$ cat src/rtl/pcvd_pkg.sv
// Package for the page curl vertex deformer: register indexes, constants,
// arctangent table and shared types. No dependencies.
package pcvd_pkg;

    localparam int CFG_IDX_W = 3;
    localparam int CFG_DATA_W = 32;

    typedef enum logic [CFG_IDX_W-1:0] {
        REG_COS_ANGLE     = 3'd0,
        REG_SIN_ANGLE     = 3'd1,
        REG_CURL_POSITION = 3'd2,
        REG_CURL_RADIUS   = 3'd3,
        REG_INV_RADIUS    = 3'd4,
        REG_PAGE_HEIGHT   = 3'd5,
        REG_FLAT_MODE     = 3'd6
    } cfg_reg_t;

    typedef enum logic [1:0] {
        REGION_FLAT     = 2'd0,
        REGION_CYLINDER = 2'd1,
        REGION_FOLDED   = 2'd2
    } region_t;

    localparam logic signed [18:0] PI_Q16      = 19'sd205887;
    localparam logic signed [18:0] HALF_PI_Q16 = 19'sd102944;
    localparam logic signed [33:0] CORDIC_GAIN = 34'sd652032874;

    typedef struct packed {
        logic signed [17:0] cos_angle;
        logic signed [17:0] sin_angle;
        logic signed [31:0] curl_position;
        logic [30:0]        curl_radius;
        logic [30:0]        inv_radius;
        logic [30:0]        page_height;
        logic               flat_mode;
    } cfg_t;

    // Truncated Q2.30 arctangent of 2^-i
    function automatic logic signed [33:0] atan_q30(input logic [4:0] i);
        logic signed [33:0] a;
        case (i)
            5'd0:  a = 34'sd843314856;
            5'd1:  a = 34'sd497837829;
            5'd2:  a = 34'sd263043836;
            5'd3:  a = 34'sd133525158;
            5'd4:  a = 34'sd67021686;
            5'd5:  a = 34'sd33543515;
            5'd6:  a = 34'sd16775850;
            5'd7:  a = 34'sd8388437;
            5'd8:  a = 34'sd4194282;
            5'd9:  a = 34'sd2097149;
            5'd10: a = 34'sd1048575;
            5'd11: a = 34'sd524287;
            5'd12: a = 34'sd262143;
            5'd13: a = 34'sd131071;
            5'd14: a = 34'sd65535;
            5'd15: a = 34'sd32767;
            5'd16: a = 34'sd16383;
            5'd17: a = 34'sd8191;
            5'd18: a = 34'sd4095;
            5'd19: a = 34'sd2047;
            5'd20: a = 34'sd1023;
            5'd21: a = 34'sd511;
            5'd22: a = 34'sd255;
            5'd23: a = 34'sd127;
            5'd24: a = 34'sd63;
            5'd25: a = 34'sd31;
            5'd26: a = 34'sd15;
            5'd27: a = 34'sd7;
            5'd28: a = 34'sd3;
            5'd29: a = 34'sd1;
            default: a = 34'sd0;
        endcase
        return a;
    endfunction

endpackage

$ cat src/rtl/pcvd_cfg.sv
// Configuration register file of the page curl deformer.
// Depends on pcvd_pkg.
module pcvd_cfg (
    input  logic                          clk,
    input  logic                          rst_n,
    input  logic                          cfg_we,
    input  logic [pcvd_pkg::CFG_IDX_W-1:0] cfg_index,
    input  logic [pcvd_pkg::CFG_DATA_W-1:0] cfg_data,
    output pcvd_pkg::cfg_t                cfg
);
    pcvd_pkg::cfg_t cfg_reg;

    // register writes, out-of-range index ignored
    always_ff @(posedge clk or negedge rst_n)
    begin
        if (!rst_n)
        begin
            cfg_reg.cos_angle     <= 18'sd65536;
            cfg_reg.sin_angle     <= '0;
            cfg_reg.curl_position <= '0;
            cfg_reg.curl_radius   <= '0;
            cfg_reg.inv_radius    <= 31'h7FFF_FFFF;
            cfg_reg.page_height   <= 31'd65536;
            cfg_reg.flat_mode     <= 1'b0;
        end
        else if (cfg_we)
        begin
            case (cfg_index)
                pcvd_pkg::REG_COS_ANGLE:     cfg_reg.cos_angle <= cfg_data[17:0];
                pcvd_pkg::REG_SIN_ANGLE:     cfg_reg.sin_angle <= cfg_data[17:0];
                pcvd_pkg::REG_CURL_POSITION: cfg_reg.curl_position <= cfg_data;
                pcvd_pkg::REG_CURL_RADIUS:   cfg_reg.curl_radius <= cfg_data[30:0];
                pcvd_pkg::REG_INV_RADIUS:    cfg_reg.inv_radius <= cfg_data[30:0];
                pcvd_pkg::REG_PAGE_HEIGHT:   cfg_reg.page_height <= cfg_data[30:0];
                pcvd_pkg::REG_FLAT_MODE:     cfg_reg.flat_mode <= cfg_data[0];
                default: ;
            endcase
        end
    end

    assign cfg = cfg_reg;
endmodule

$ cat config.mk
export PLATFORM = sky130hd
export DESIGN_NAME = pcvd_cfg
export DESIGN_NICKNAME = d
export VERILOG_FILES = /design/src/rtl/pcvd_pkg.sv /design/src/rtl/pcvd_cfg.sv
export SDC_FILE = /design/constraint.sdc
export NUM_CORES = 1
export LEC_CHECK = 0
export BUFFER_PORTS_ARGS = -buffer_cell sky130_fd_sc_hd__buf_2
export CAP_MARGIN = 10
export CELL_PAD_IN_SITES_DETAIL_PLACEMENT = 1
export CELL_PAD_IN_SITES_GLOBAL_PLACEMENT = 2
export CORE_ASPECT_RATIO = 1.25
export CORE_UTILIZATION = 30
export DETAILED_ROUTE_END_ITERATION = 12
export PLACE_DENSITY = 0.74
export SYNTH_ARGS = -nofsm -noshare
export SYNTH_HDL_FRONTEND = slang
export SYNTH_SLANG_ARGS = --single-unit
$ cat constraint.sdc
create_clock -name clk -period 1 [get_ports clk]
set_input_delay 0.2 -clock clk [delete_from_list [all_inputs] [get_ports clk]]
set_output_delay 0.2 -clock clk [all_outputs]
set_load 0.03 [all_outputs]
==> impl_metrics.tcl <==
set metrics [dict create \
    place_area_sq_um 7940 \
    critPathSlowestCell "dfstp_2" \
    clkLatencyLatePin_ns 0.42 \
    path_cells "buf_6" \
    cp-end-kind "output pin" \
    htree_levels 4 \
    max_freq_ghz 0.759 \
    grt-ovfl-total 0 \
    die_w_microns 130 \
    cap_viol_max_count 0 \
    cpLargestDelayFamily "flip-flops" \
    slew_violations 0 \
    cp-start-kind "flop" \
    antenna_left 0 \
    hold_end "cfg[125]$_DFFE_PN0P_" \
    setup_tns_ns -31.69 \
    finalSetupViolations 187 \
    core_area_sq_um 20000 \
    hold_class "input port to flop" \
    drc 0 \
    pwr-share-seq_pct 36.1 \
    largest_register_ffs 162 \
    r2r_cells 3 \
    gp_congestion 0.746 \
    swShare_pct 34.0 \
    clockRootBuffer "clkbuf_16" \
    r2r-end "cfg[135]$_DFFE_PN0P_" \
    wl_per_cell_microns 20.9 \
    seq_area_frac_synth_pct 67.0 \
    worst-path-buf-inv 1 \
    clkPwrFrac_pct 24.8 \
    num_antenna_cells 0 \
    switching_power_mw 8.87 \
    vias 4270 \
    met3_length_microns 759 \
    p_leak_nw 5.00 \
    period_needed_ns 1.32 \
    failed_checks "setup timing" \
    tightestPinTransition_ns 0.274 \
    rrSetupSlack_ns -0.03 \
    path_clk_slew_ns 0.07 \
    yosysUniqueCellTypes 13 \
    yosysWarnings 0 \
    ir_drop_mv 1.24 \
    cts_max_path_buffers 2 \
    grt_pass1_vias 4794 \
    numCtsBuffers 17 \
    finalHoldViolCount 0 \
    crit_fanout 2 \
    whs_ns 0.0446 \
    dr.max_layer_used "met4" \
    start_util_pct 30.5 \
    row_count 58 \
    totalWireLength_mm 19.9 \
    status "finished with violations" \
    wl_met1_mm 7.68 \
    track_usage_pct 19.0 \
    die-area_sq_um 21000 \
    required_ns 0.80 \
    fin_skew_ns 0 \
    cts_tree "yes" \
    grt_pass1_wl_mm 29.2 \
    hold_depth 2 \
    syn_nets 385 \
    pwr-share-comb_pct 39.1 \
    slew-limit-headroom_pct 81.7 \
    dr.pass1.iters 4 \
    cts_num_sinks 162 \
    drt-initial-drc-count 107 \
    crit-reg2reg-launch "cfg[135]$_DFFE_PN0P_" \
    total_power_mw 26.1 \
    synth_area_sq_um 6110 \
    cpPeakStageDelay_ns 0.56 \
    die_h_microns 162 \
    syn_area_per_cell_sq_um 17.6 \
    nets 707 \
    fillers 1931 \
    via_per_inst 4.49 \
    ys_ff_latch 162 \
    hp-start "cfg_data[31]" \
    final_cell_area_sq_um 10500 \
    synth_cells 347 \
    drive_above_1_share_pct 80.5 \
    grt_max_degree 50 \
    io_pins 200 \
    dpl_worst_slack_ns -0.498 \
    worst_slack_ns -0.318 \
    critPathKind "flop to output pin" \
    rsz0062_at_grt "yes" \
    p_int_mw 17.2 \
    fin_crit_sh_pct 132 \
    dp_hpwl_mm 11.6 \
    met2_length_mm 11.1 \
    powerDensity_nw_per_um2 2470 \
    area_growth_pct 72.4 \
    antenna_found_initial 0 \
    io_buffers 199 \
    worst_ep_arrival_time_ns 1.12 \
]
-- metrics by stage --
stage / instances / util, %
global placement: 819 / 39.7
CTS: 908 / 50.3
global route: 952 / 52.6
finish: 952 / 52.6
detailed placement: 819 / 39.7
floorplan: 347 / -
-- power groups by stage --
stage	clock, mW	sequential [mW]	combinational [mW]
6_report	6.47	9.40	10.2
5_1_grt	6.89	9.57	10.7
4_1_cts	6.64	9.34	9.54
3_5_place_dp	0	9.12	7.10
3_3_place_gp	0	9.04	6.97
2_1_floorplan	0	12.0	1.80
-- layer usage --
| layer | up-vias | global-route usage [%] |
|---|---|---|
| met5 | - | 0 |
| met4 | 0 | 7.03 |
| met3 | 20 | 3.78 |
| met2 | 119 | 34.7 |
| met1 | 2246 | 21.6 |
| li1 | 1885 | - |
-- kinds of logic after synthesis --
kind of cell,share of synthesized area (%)
buf+inv,1.74
flops,67.0
mux,29.8
simple gates,1.45
-- repair_timing --
| action | CTS | global route |
|---|---|---|
| hold endpoints to repair | 131 | 0 |
| hold buffers | 1 | 0 |
| endpoints found under the setup margin | 212 | 234 |
| cloned | 3 | 3 |
| pin swaps | 1 | 3 |
| buffers inserted | 53 | 48 |
| resized for setup | 336 | 36 |
-- synth_stat cells --
cell type / instances / area share, %
nor4bb_1: 1 / 0.16
dfrtp_1: 129 / 53
dfstp_2: 33 / 14
buf_2: 9 / 0.74
mux2_2: 158 / 29
and4bb_2: 1 / 0.20
nand4b_1: 3 / 0.43
mux2_1: 4 / 0.74
clkbuf_2: 1 / 0.082
and4bb_4: 1 / 0.27
buf_6: 3 / 0.55
buf_4: 3 / 0.37
nor4b_4: 1 / 0.39
-- placed cells by master (no fill, tap or decap) --
cell type and count:
dfstp_2 33, clkbuf_16 19, buf_4 92, nor4b_4 1, mux2_2 64, buf_2 32
buf_12 16, dlygate4sd3_1 1, inv_8 3, and4bb_4 2, clkinvlp_4 2, mux2_4 98
nor4bb_4 1, clkinv_2 2, bufinv_16 1, buf_16 1, clkbuf_8 1, inv_6 6
clkbuf_4 1, buf_6 174, nand4b_1 3, dfrtp_1 129
-- worst max-delay path by stage --
stage	from	end	slack, ns	cells past startpoint
6_report	cfg[57]$_DFFE_PN1P_	cfg[57]	-0.32	1
5_1_grt	cfg[57]$_DFFE_PN1P_	cfg[57]	-0.35	1
2_1_floorplan	cfg_index[0]	cfg[144]$_DFFE_PN0P_	-0.35	3
3_5_place_dp	cfg_index[2]	cfg[96]$_DFFE_PN0P_	-0.50	4
3_3_place_gp	cfg_index[2]	cfg[109]$_DFFE_PN0P_	-0.49	4
4_1_cts	cfg[57]$_DFFE_PN1P_	cfg[57]	-0.35	1
-- area by class of cell --
cell class / count / area [sq um] / share of cell area, %
sequential: 162 / 4100 / 38.9
timing repair buffer: 319 / 3230 / 30.6
multi-input combinational: 169 / 2300 / 21.8
clock buffer: 18 / 439 / 4.17
tap: 270 / 338 / 3.21
clock inverter: 14 / 141 / 1.34
(Power assumes the default switching activity.)
