--- config.mk ---
export PLATFORM = sky130hd
export DESIGN_NAME = pcvd_cordic_stage
export DESIGN_NICKNAME = d
export VERILOG_FILES = /design/src/rtl/pcvd_pkg.sv /design/src/rtl/pcvd_cordic_stage.sv
export SDC_FILE = /design/constraint.sdc
export NUM_CORES = 1
export LEC_CHECK = 0
export BUFFER_PORTS_ARGS = -buffer_cell sky130_fd_sc_hd__buf_2
export CAP_MARGIN = 20
export CORE_UTILIZATION = 35
export DETAILED_ROUTE_END_ITERATION = 7
export RECOVER_POWER = 50
export SYNTH_ARGS = -nofsm -noshare
export SYNTH_HDL_FRONTEND = slang
export SYNTH_SLANG_ARGS = --single-unit
--- constraint.sdc ---
create_clock -name clk -period 8.1 [get_ports clk]
set_clock_uncertainty 0.1 [all_clocks]
set_input_delay 1.215 -clock clk [delete_from_list [all_inputs] [get_ports clk]]
set_output_delay 1.215 -clock clk [all_outputs]
set_load 0.05 [all_outputs]
--- src/rtl/pcvd_pkg.sv ---
// Package for the page curl vertex deformer: register indexes, constants,
// arctangent table and shared types. No dependencies.
package pcvd_pkg;

    localparam int CFG_IDX_W = 3;
    localparam int CFG_DATA_W = 32;

    typedef enum logic [CFG_IDX_W-1:0] {
        REG_COS_ANGLE     = 3'd0,
        REG_SIN_ANGLE     = 3'd1,
        REG_CURL_POSITION = 3'd2,
        REG_CURL_RADIUS   = 3'd3,
        REG_INV_RADIUS    = 3'd4,
        REG_PAGE_HEIGHT   = 3'd5,
        REG_FLAT_MODE     = 3'd6
    } cfg_reg_t;

    typedef enum logic [1:0] {
        REGION_FLAT     = 2'd0,
        REGION_CYLINDER = 2'd1,
        REGION_FOLDED   = 2'd2
    } region_t;

    localparam logic signed [18:0] PI_Q16      = 19'sd205887;
    localparam logic signed [18:0] HALF_PI_Q16 = 19'sd102944;
    localparam logic signed [33:0] CORDIC_GAIN = 34'sd652032874;

    typedef struct packed {
        logic signed [17:0] cos_angle;
        logic signed [17:0] sin_angle;
        logic signed [31:0] curl_position;
        logic [30:0]        curl_radius;
        logic [30:0]        inv_radius;
        logic [30:0]        page_height;
        logic               flat_mode;
    } cfg_t;

    // Truncated Q2.30 arctangent of 2^-i
    function automatic logic signed [33:0] atan_q30(input logic [4:0] i);
        logic signed [33:0] a;
        case (i)
            5'd0:  a = 34'sd843314856;
            5'd1:  a = 34'sd497837829;
            5'd2:  a = 34'sd263043836;
            5'd3:  a = 34'sd133525158;
            5'd4:  a = 34'sd67021686;
            5'd5:  a = 34'sd33543515;
            5'd6:  a = 34'sd16775850;
            5'd7:  a = 34'sd8388437;
            5'd8:  a = 34'sd4194282;
            5'd9:  a = 34'sd2097149;
            5'd10: a = 34'sd1048575;
            5'd11: a = 34'sd524287;
            5'd12: a = 34'sd262143;
            5'd13: a = 34'sd131071;
            5'd14: a = 34'sd65535;
            5'd15: a = 34'sd32767;
            5'd16: a = 34'sd16383;
            5'd17: a = 34'sd8191;
            5'd18: a = 34'sd4095;
            5'd19: a = 34'sd2047;
            5'd20: a = 34'sd1023;
            5'd21: a = 34'sd511;
            5'd22: a = 34'sd255;
            5'd23: a = 34'sd127;
            5'd24: a = 34'sd63;
            5'd25: a = 34'sd31;
            5'd26: a = 34'sd15;
            5'd27: a = 34'sd7;
            5'd28: a = 34'sd3;
            5'd29: a = 34'sd1;
            default: a = 34'sd0;
        endcase
        return a;
    endfunction

endpackage

--- src/rtl/pcvd_cordic_stage.sv ---
// One rotation-mode CORDIC stage on Q2.30 values with a register after it.
// Depends on pcvd_pkg.
module pcvd_cordic_stage #(
    parameter int STAGE = 0
) (
    input  logic               clk,
    input  logic               en,
    input  logic signed [33:0] x_in,
    input  logic signed [33:0] y_in,
    input  logic signed [33:0] z_in,
    output logic signed [33:0] x_out,
    output logic signed [33:0] y_out,
    output logic signed [33:0] z_out
);
    logic signed [33:0] x_reg, y_reg, z_reg;
    logic signed [33:0] dx, dy, at;

    // arithmetic shift rounds toward minus infinity
    assign dx = y_in >>> STAGE;
    assign dy = x_in >>> STAGE;
    assign at = pcvd_pkg::atan_q30(5'(STAGE));

    always_ff @(posedge clk)
    begin
        if (en)
        begin
            if (!z_in[33])
            begin
                x_reg <= x_in - dx;
                y_reg <= y_in + dy;
                z_reg <= z_in - at;
            end
            else
            begin
                x_reg <= x_in + dx;
                y_reg <= y_in - dy;
                z_reg <= z_in + at;
            end
        end
    end

    assign x_out = x_reg;
    assign y_out = y_reg;
    assign z_out = z_reg;
endmodule
==> results of run 1 <==
-- final cells by class --
type,instances,area share
clock buffers,11,0.01965
clock inverters,4,0.002218
inverters,110,0.03486
multi-input cells,952,0.5667
flip-flops and latches,101,0.2560
well taps,384,0.04056
repair buffers,209,0.07996
-- through the flow --
step | utilization | power, W
2_1_floorplan | - | 0.001496
4_1_cts | 0.4130 | 0.002178
5_1_grt | 0.4094 | 0.002262
6_report | 0.4094 | 0.002150
3_3_place_gp | 0.4041 | 0.001757
3_5_place_dp | 0.4041 | 0.001763
-- registers in the layout, summed over array words and instances, names as in the netlist --
signal  count
y_out      33
x_out      34
z_out      34
-- worst max-delay path by stage --
stage,to,slack [ns],depth (start not counted)
after floorplan,z_out[32],3.52,13
after global placement,z_out[32],3.41,13
after detailed placement,z_out[32],3.34,13
after CTS,z_out[32],3.73,13
after global routing,x_out[26],1.79,3
final,y_out[25],2.37,3
-- worst max-delay path, stage by stage --
cell,delay (ns)
clkbuf_1,0.71
clkbuf_1,0.64
clkbuf_1,2.87
-- kinds of logic (layout without fill, tap and decap cells) --
logic type | count (synthesis) | in the layout | share of synthesized area
xor+xnor | 88 | 88 | 0.07414
buf+inv | 159 | 334 | 0.06258
compound gates | 403 | 403 | 0.2506
mux | 15 | 15 | 0.01444
flops | 101 | 101 | 0.2917
simple gates | 314 | 314 | 0.1448
fa+ha+maj | 132 | 132 | 0.1618
-- power groups by stage --
stage | sequential, W | combinational (W) | clock, W
floorplan | 0.00103 | 0.000466 | 0
global placement | 0.000725 | 0.00103 | 0
detailed placement | 0.000725 | 0.00104 | 0
CTS | 0.000714 | 0.00104 | 0.000422
global route | 0.000726 | 0.00110 | 0.000435
finish | 0.000716 | 0.00103 | 0.000408
-- per-layer routing --
metal,vias to the layer above,wire length (um),global-route usage
met1,4460,14220,0.2709
met4,0,845,0.07712
met3,49,1988,0.02975
met2,333,13970,0.3199
li1,4707,-,-
met5,-,0,0
-- cell usage after synthesis (4+ instances only) --
| master | count |
|---|---|
| nand2b_1 | 14 |
| o21ai_1 | 7 |
| nor2b_1 | 20 |
| a311oi_1 | 4 |
| a21oi_1 | 143 |
| inv_1 | 106 |
| a31oi_1 | 10 |
| o21bai_1 | 25 |
| a221o_1 | 4 |
| o31ai_1 | 5 |
| nor3b_1 | 4 |
| a21o_1 | 37 |
| xnor2_1 | 69 |
| nor3_1 | 28 |
| nand4_1 | 15 |
| edfxtp_1 | 101 |
| fa_1 | 4 |
| xor2_1 | 19 |
| clkbuf_1 | 22 |
| ha_1 | 128 |
| o21a_1 | 9 |
| buf_2 | 15 |
| a22oi_1 | 4 |
| or3_1 | 5 |
| o41ai_1 | 4 |
| nor2_1 | 108 |
| a211oi_1 | 15 |
| mux2i_1 | 15 |
| a31o_2 | 4 |
| nor4_1 | 9 |
| nand2_1 | 69 |
| o211ai_1 | 8 |
| and3_1 | 9 |
| nand3_1 | 18 |
| buf_1 | 5 |
| o21ai_0 | 77 |
-- cell usage in the layout (no fill, tap or decap), types with 10 or more instances in the layout --
master / Yosys / routed
xnor2_1: 69 / 69
a21oi_1: 143 / 143
buf_2: 15 / 121
nor2_1: 108 / 108
nand3_1: 18 / 18
nand2b_1: 14 / 14
a21o_1: 37 / 37
o21bai_1: 25 / 25
a31oi_1: 10 / 10
clkbuf_1: 22 / 87
a211oi_1: 15 / 15
nand4_1: 15 / 15
nand2_1: 69 / 69
xor2_1: 19 / 19
nor2b_1: 20 / 20
nor3_1: 28 / 28
o21ai_0: 77 / 77
inv_1: 106 / 105
edfxtp_1: 101 / 101
mux2i_1: 15 / 15
ha_1: 128 / 128
==> results.py, run 1 <==
metrics = {
    "detailed_routing": {
        "drt_iter0_markers": 908,
        "drt-pass1-iter-count": 5,
        "ant_nets": 0,
        "drc": 0,
        "via_per_inst": 5.392,
        "drt_wl_total_um": 31030,
        "via_count": 9549,
        "wl_per_cell_um": 17.52,
    },
    "timing": {
        "finalHoldViolCount": 0,
        "min_period_over_period": 0.7071,
        "setup_violations": 0,
        "setup_tns_ns": 0,
        "whs_ns": 0.9289,
        "finalMaxSlewViolations": 75,
        "maxClockFrequency_mhz": 174.6,
        "rsz0062_at_grt": "no",
        "fin_crit_ns": 5.727,
        "layout_setup_ws_ns": 2.373,
        "max_slew_margin": -1.680,
        "worst_pin_slew_ns": 4.020,
    },
    "floorplan": {
        "fp.dieH_um": 174.3,
        "start_util": 0.3593,
        "std_cell_rows": 62,
        "core_region_area_um2": 28940,
        "dieArea_um2": 30400,
        "io_pins": 206,
        "die-width_um": 174.3,
    },
    "placed_design": {
        "place_inst": 1755,
        "place_area_um2": 11690,
        "gp_congestion": 0.9360,
        "io_buffers": 205,
        "hpwl_um": 24440,
        "dp_slack_ns": 3.343,
    },
    "global_route": {
        "overflow": 0,
        "grt_pass1_vias": 9254,
        "antenna_found_initial": 0,
        "grt_pass1_wl_um": 48370,
        "grt_max_degree": 86,
        "grt_usage": 0.2002,
    },
    "clock_network": {
        "cts_root_buf": "clkbuf_16",
        "clk_pin_slew_ns": 0.07,
        "htree_levels": 3,
        "post_cts_resized": 0,
        "cts_tree": "yes",
        "postCtsSetupBuffers": 0,
        "cts_buffers": 9,
        "cts_buffer_depth": 2,
        "cts_hold_buf": 0,
        "clock_sinks": 101,
    },
    "yosys": {
        "netlist-cell-type-count": 81,
        "netlist_area_um2": 10400,
        "synth_edf_count": 101,
        "async_flop_share": 0,
        "synth_area_per_cell_um2": 8.578,
        "synth.area.top_cells": "edfxtp_1 29%, ha_1 15%, a21oi_1 6.9%",
        "synth_fp_nets": 1448,
        "synth_warnings": 0,
        "yosysTopAreaCell": "edfxtp_1",
        "seq_area_frac_synth": 0.2917,
        "ys_ff_latch": 101,
        "yosys.area.top_type_share": 0.2917,
        "synth_ff_type": "edfxtp_1",
        "syn_inst": 1212,
    },
    "layout": {
        "multiInputGateArea_um2": 6713,
        "num-fill-cells": 2971,
        "diodes": 0,
        "drive_above_1_share": 0.1218,
        "syn_to_final_growth_pct": 13.94,
        "fin_area_um2": 11850,
        "instances_no_fill": 1771,
        "nets": 1619,
        "regArea_um2": 3033,
    },
    "power_and_ir_drop": {
        "p_switching_w": 0.0009644,
        "netSwitchingFraction": 0.4486,
        "irDropWorstVdd_v": 0.00009639,
        "p_seq_frac": 0.333,
        "leakage_nw": 5.110,
        "intPower_w": 0.001185,
        "p_per_area_nw_per_um2": 181.5,
        "clkPwrFrac": 0.190,
        "share_comb_of_total_power": 0.477,
    },
    "critical_path": {
        "cp_max_fo": 74,
        "cp-start-kind": "input port",
        "cp.required_ns": 7.88,
        "cp-end-kind": "flop",
        "crit_path_start": "en",
        "worstSetupPathType": "input port to flop",
        "crit_arrival_ns": 5.50,
    },
    "min_path": {
        "min_path_cells": 1,
        "hold_start": "z_in[0]",
        "whs_endpoint": "z_out[0]",
        "hp-class": "input port to flop",
    },
    "outcome": {
        "violations": "max-capacitance violations, max-slew violations",
        "status": "complete, but fails checks",
    },
    "run": {
        "cap_violations": 1,
    },
}
(Power assumes the default switching activity.)
==> run 2, diff against run 1 <==
--- a/config.mk
+++ b/config.mk
@@ -5,6 +5,7 @@
 export SDC_FILE = /design/constraint.sdc
 export NUM_CORES = 1
 export LEC_CHECK = 0
+export ABC_AREA = 1
 export BUFFER_PORTS_ARGS = -buffer_cell sky130_fd_sc_hd__buf_2
 export CAP_MARGIN = 20
 export CORE_UTILIZATION = 35
==> constraint.sdc (replaced) <==
create_clock -name clk -period 5.28 [get_ports clk]
set_clock_uncertainty 0.1 [all_clocks]
set_input_delay 0.792 -clock clk [delete_from_list [all_inputs] [get_ports clk]]
set_output_delay 0.792 -clock clk [all_outputs]
set_load 0.05 [all_outputs]
==> results.py, run 2 <==
metrics = {
    "placed_design": {
        "gp_congestion": 0.9531,
        "io_buffers": 205,
        "hpwl_um": 34250,
        "place_inst": 2369,
    },
    "detailed_routing": {
        "via_per_inst": 5.240,
        "drt_wl_total_um": 41230,
        "drc": 0,
        "drt-pass1-iter-count": 6,
        "via_count": 12500,
        "drt_iter0_markers": 968,
        "ant_nets": 0,
        "wl_per_cell_um": 17.29,
    },
    "global_route": {
        "grt_pass1_vias": 11850,
        "overflow": 0,
        "antenna_found_initial": 0,
        "grt_pass1_wl_um": 62730,
        "grtUsageMet1": 0.3241,
        "grtUsageMet2": 0.3909,
        "grt_usage": 0.2393,
        "grt_max_degree": 67,
        "top_usage_layer": "met2",
        "grt_util_met3": 0.03205,
    },
    "floorplan": {
        "dieArea_um2": 34320,
        "fp.dieH_um": 185.2,
        "start_util": 0.3585,
        "core_region_area_um2": 32780,
        "die-width_um": 185.2,
        "io_pins": 206,
        "std_cell_rows": 66,
    },
    "yosys": {
        "synthSimpleGateAreaFrac": 0.3055,
        "yosys-top-cells-count": "475 x nand2_1, 229 x inv_1, 164 x a21oi_1",
        "synth_top_family_by_area": "simple AND/OR/NAND/NOR gates",
        "netlist_area_um2": 11750,
        "synth_area_per_cell_um2": 6.678,
        "synth_edf_count": 101,
        "yosysTopAreaCell": "edfxtp_1",
        "async_flop_share": 0,
        "synth_warnings": 0,
        "synth-xor-area-share": 0.03726,
        "synth_ff_type": "edfxtp_1",
        "yosys.area.top_type_share": 0.2581,
        "synth.area.top_cells": "edfxtp_1 26%, nand2_1 15%, ha_1 14%",
        "syn_inst": 1760,
        "seq_area_frac_synth": 0.2581,
        "synth_fp_nets": 1996,
        "yosys.area_share.adder": 0.1431,
        "ys_ff_latch": 101,
        "synth_compound_area_frac": 0.1602,
        "synthMuxAreaShare": 0,
        "yosysMostFrequentCell": "nand2_1",
        "netlist-cell-type-count": 42,
    },
    "run": {
        "cap_violations": 0,
    },
    "critical_path": {
        "cp.required_ns": 5.30,
        "cp_max_fo": 29,
        "worstSetupPathType": "input port to flop",
        "crit_arrival_ns": 3.15,
        "cp-start-kind": "input port",
        "cp-end-kind": "flop",
    },
    "power_and_ir_drop": {
        "p_per_area_nw_per_um2": 261.2,
        "netSwitchingFraction": 0.4853,
        "intPower_w": 0.001791,
        "share_comb_of_total_power": 0.478,
        "p_switching_w": 0.001689,
        "p_seq_frac": 0.308,
        "leakage_nw": 6.450,
        "irDropWorstVdd_v": 0.0001970,
        "clkPwrFrac": 0.214,
    },
    "layout": {
        "final_cell_mix": "475 x nand2_1, 229 x inv_1, 164 x a21oi_1, 163 x nand3_1, 154 x nor2_1",
        "post-route-util": 0.4065,
        "regArea_um2": 3033,
        "multiInputGateArea_um2": 7594,
        "syn_to_final_growth_pct": 13.40,
        "final_common_cell": "nand2_1",
        "drive_above_1_share": 0.09058,
        "num-fill-cells": 3607,
        "instances_no_fill": 2385,
        "nets": 2174,
        "diodes": 0,
    },
    "clock_network": {
        "clock_sinks": 101,
        "cts_root_buf": "clkbuf_16",
        "htree_levels": 3,
        "post_cts_resized": 0,
        "cts_buffer_depth": 2,
        "cts_buffers": 9,
        "cts_tree": "yes",
        "cts_hold_buf": 0,
        "postCtsSetupBuffers": 0,
        "clk_pin_slew_ns": 0.08,
    },
    "outcome": {
        "status": "finished clean",
    },
    "timing": {
        "finalMaxSlewViolations": 0,
        "setup_violations": 0,
        "min_period_over_period": 0.5922,
        "worst_pin_slew_ns": 0.9122,
        "maxClockFrequency_mhz": 319.8,
        "setup_tns_ns": 0,
        "rsz0062_at_grt": "no",
        "whs_ns": 0.4937,
        "finalHoldViolCount": 0,
        "max_slew_margin": 0.3919,
        "fin_crit_ns": 3.127,
    },
    "min_path": {
        "hp-class": "input port to flop",
    },
}
[run 2: critical path, stage by stage]
cell,delay [ns]
buf_2,0.22
inv_2,0.52
ha_1,0.39
a21oi_1,0.16
nand2_1,0.11
nand3_1,0.09
nand3_1,0.13
a21oi_1,0.40
o21ai_0,0.17
xor2_1,0.16
[run 2: stage by stage]
step	cell area (um2)	setup slack [ns]	power, W
after floorplan	11750	2.533	0.002283
final	13330	2.153	0.003481
after detailed placement	13120	1.804	0.002754
after global routing	13330	1.969	0.003681
after global placement	13120	1.834	0.002747
after CTS	13430	2.207	0.003508
[run 2: cell families (layout without fill, tap and decap cells)]
family	count (synthesis)	count (layout)
buffers and inverters	277	460
AND/OR/NAND/NOR	857	857
flip-flops	101	101
XOR/XNOR	50	50
AO/OA/AOI/OAI	343	343
adder cells (fa/ha/maj)	132	132
[run 2: per-layer routing]
metal | part of all wire | vias to the layer above
met5 | 0 | -
met2 | 0.44 | 478
met3 | 0.070 | 56
li1 | - | 6174
met4 | 0.025 | 0
met1 | 0.46 | 5790
[run 2: area by class of cell]
| cell class | count | area share |
|---|---|---|
| Clock inverter | 7 | 0.006853 |
| Clock buffer | 9 | 0.01690 |
| Multi-Input combinational cell | 1382 | 0.5698 |
| Sequential cell | 101 | 0.2276 |
| Tap cell | 442 | 0.04149 |
| Inverter | 236 | 0.06647 |
| Timing Repair Buffer | 208 | 0.07097 |
[run 2: final timing paths]
| kind | start | to | slack (ns) | cells after the start |
|---|---|---|---|---|
| worst min-delay path | z_in[1] | z_out[1] | 0.49 | 1 |
| worst max-delay path | z_in[33] | z_out[25] | 2.15 | 10 |
[run 2: power groups by stage]
stage | registers, W | clock network [W] | logic (W)
final | 0.00107 | 0.000746 | 0.00166
after detailed placement | 0.00109 | 0 | 0.00167
after floorplan | 0.00150 | 0 | 0.000785
after CTS | 0.00107 | 0.000766 | 0.00167
after global placement | 0.00109 | 0 | 0.00166
after global routing | 0.00108 | 0.000789 | 0.00181
==> run 3, diff against run 2 <==
==> constraint.sdc (replaced) <==
create_clock -name clk -period 3.25 [get_ports clk]
set_clock_uncertainty 0.1 [all_clocks]
set_input_delay 0.4875 -clock clk [delete_from_list [all_inputs] [get_ports clk]]
set_output_delay 0.4875 -clock clk [all_outputs]
set_load 0.05 [all_outputs]
==> results.py, run 3 (same netlist as run 2, synthesis figures left out) <==
metrics = {
    "outcome": {
        "status": "complete, but fails checks",
        "violations": "max-capacitance violations, max-slew violations",
    },
    "clock_network": {
        "postCtsSetupBuffers": 0,
        "cts_hold_buf": 0,
        "clock_sinks": 101,
        "cts_buffer_depth": 2,
        "cts_root_buf": "clkbuf_16",
        "post_cts_resized": 0,
        "htree_levels": 3,
        "clk_pin_slew_ns": 0.08,
        "cts_tree": "yes",
        "cts_buffers": 9,
    },
    "global_route": {
        "grt_usage": 0.2359,
        "antenna_found_initial": 0,
        "grt_pass1_vias": 11400,
        "grt_max_degree": 69,
        "grt_pass1_wl_um": 61490,
        "overflow": 0,
    },
    "timing": {
        "whs_ns": 0.1888,
        "min_period_over_period": 0.8394,
        "finalHoldViolCount": 0,
        "rsz0062_at_grt": "no",
        "setup_violations": 0,
        "fin_crit_ns": 2.728,
        "max_slew_margin": -0.09937,
        "maxClockFrequency_mhz": 366.6,
        "setup_tns_ns": 0,
        "finalMaxSlewViolations": 29,
        "worst_pin_slew_ns": 1.649,
    },
    "critical_path": {
        "worstSetupPathType": "input port to flop",
        "cp.required_ns": 3.14,
        "max_stage_delay_ns": 1.17,
        "path_delay_family": "buffers and inverters",
        "cp_max_fo": 59,
        "cp_slowest_cell": "clkbuf_1",
        "path_cells": "clkbuf_1 > clkbuf_4",
        "cp.depth": 2,
        "cp-start-kind": "input port",
        "crit_arrival_ns": 2.62,
        "crit_buf_inv": 2,
        "cp-end-kind": "flop",
    },
    "layout": {
        "num-fill-cells": 3593,
        "syn_to_final_growth_pct": 14.16,
        "nets": 2182,
        "instances_no_fill": 2392,
        "fin_area_um2": 13420,
        "drive_above_1_share": 0.1118,
        "final_common_cell": "nand2_1",
        "diodes": 0,
        "final_cell_mix": "475 x nand2_1, 230 x inv_1, 164 x a21oi_1, 163 x nand3_1, 157 x buf_2",
        "post-route-util": 0.4092,
    },
    "floorplan": {
        "die-width_um": 185.2,
        "start_util": 0.3585,
        "core_region_area_um2": 32780,
        "dieArea_um2": 34320,
        "fp.dieH_um": 185.2,
        "std_cell_rows": 66,
        "io_pins": 206,
    },
    "power_and_ir_drop": {
        "leakage_nw": 6.586,
        "irDropWorstVdd_v": 0.0002658,
        "p_per_area_nw_per_um2": 422.0,
    },
    "detailed_routing": {
        "drc": 0,
        "ant_nets": 0,
        "wl_per_cell_um": 17.04,
        "via_per_inst": 5.137,
        "via_count": 12290,
        "drt_wl_total_um": 40750,
        "drt-pass1-iter-count": 5,
        "drt_iter0_markers": 866,
    },
    "placed_design": {
        "place_area_um2": 13190,
        "gp_congestion": 0.9652,
        "hpwl_um": 34270,
        "place_inst": 2377,
        "io_buffers": 205,
    },
    "min_path": {
        "hp-class": "input port to flop",
        "min_path_cells": 1,
    },
    "run": {
        "cap_violations": 1,
    },
}
[run 3: per-stage QoR]
stage               power, W  setup slack, ns
finish              0.005662           0.5221
global route        0.005973           0.2616
CTS                 0.005693           0.6920
detailed placement  0.004486           0.2828
global placement    0.004475           0.3186
floorplan           0.003708           0.8079
[run 3: final cells by class]
type	instances	area, um2	share of cell area
repair buffers	216	1046	0.07796
multi-input cells	1382	7594	0.5660
flip-flops and latches	101	3033	0.2261
well taps	442	553.0	0.04122
inverters	236	885.9	0.06603
clock inverters	6	80.08	0.005968
clock buffers	9	225.2	0.01679
[run 3: report_power, final]
group | leakage (nW) | total, W | internal (W) | switching [W]
Clock | 0.151 | 0.00120 | 0.000611 | 0.000584
Combinational | 5.45 | 0.00272 | 0.000692 | 0.00203
Sequential | 0.987 | 0.00174 | 0.00169 | 0.0000551
[run 3: path summary, 6_finish.rpt]
check | slack (ns) | end | start
max | 0.52 | z_out[33] | en
min | 0.19 | z_out[0] | z_in[0]
[run 3: routing by layer]
metal  up-vias  GRT usage  part of all wire
met2       455     0.3847              0.44
li1       6181          -                 -
met4         0    0.07736             0.024
met5         -          0                 0
met1      5595     0.3221              0.47
met3        56    0.02654             0.063
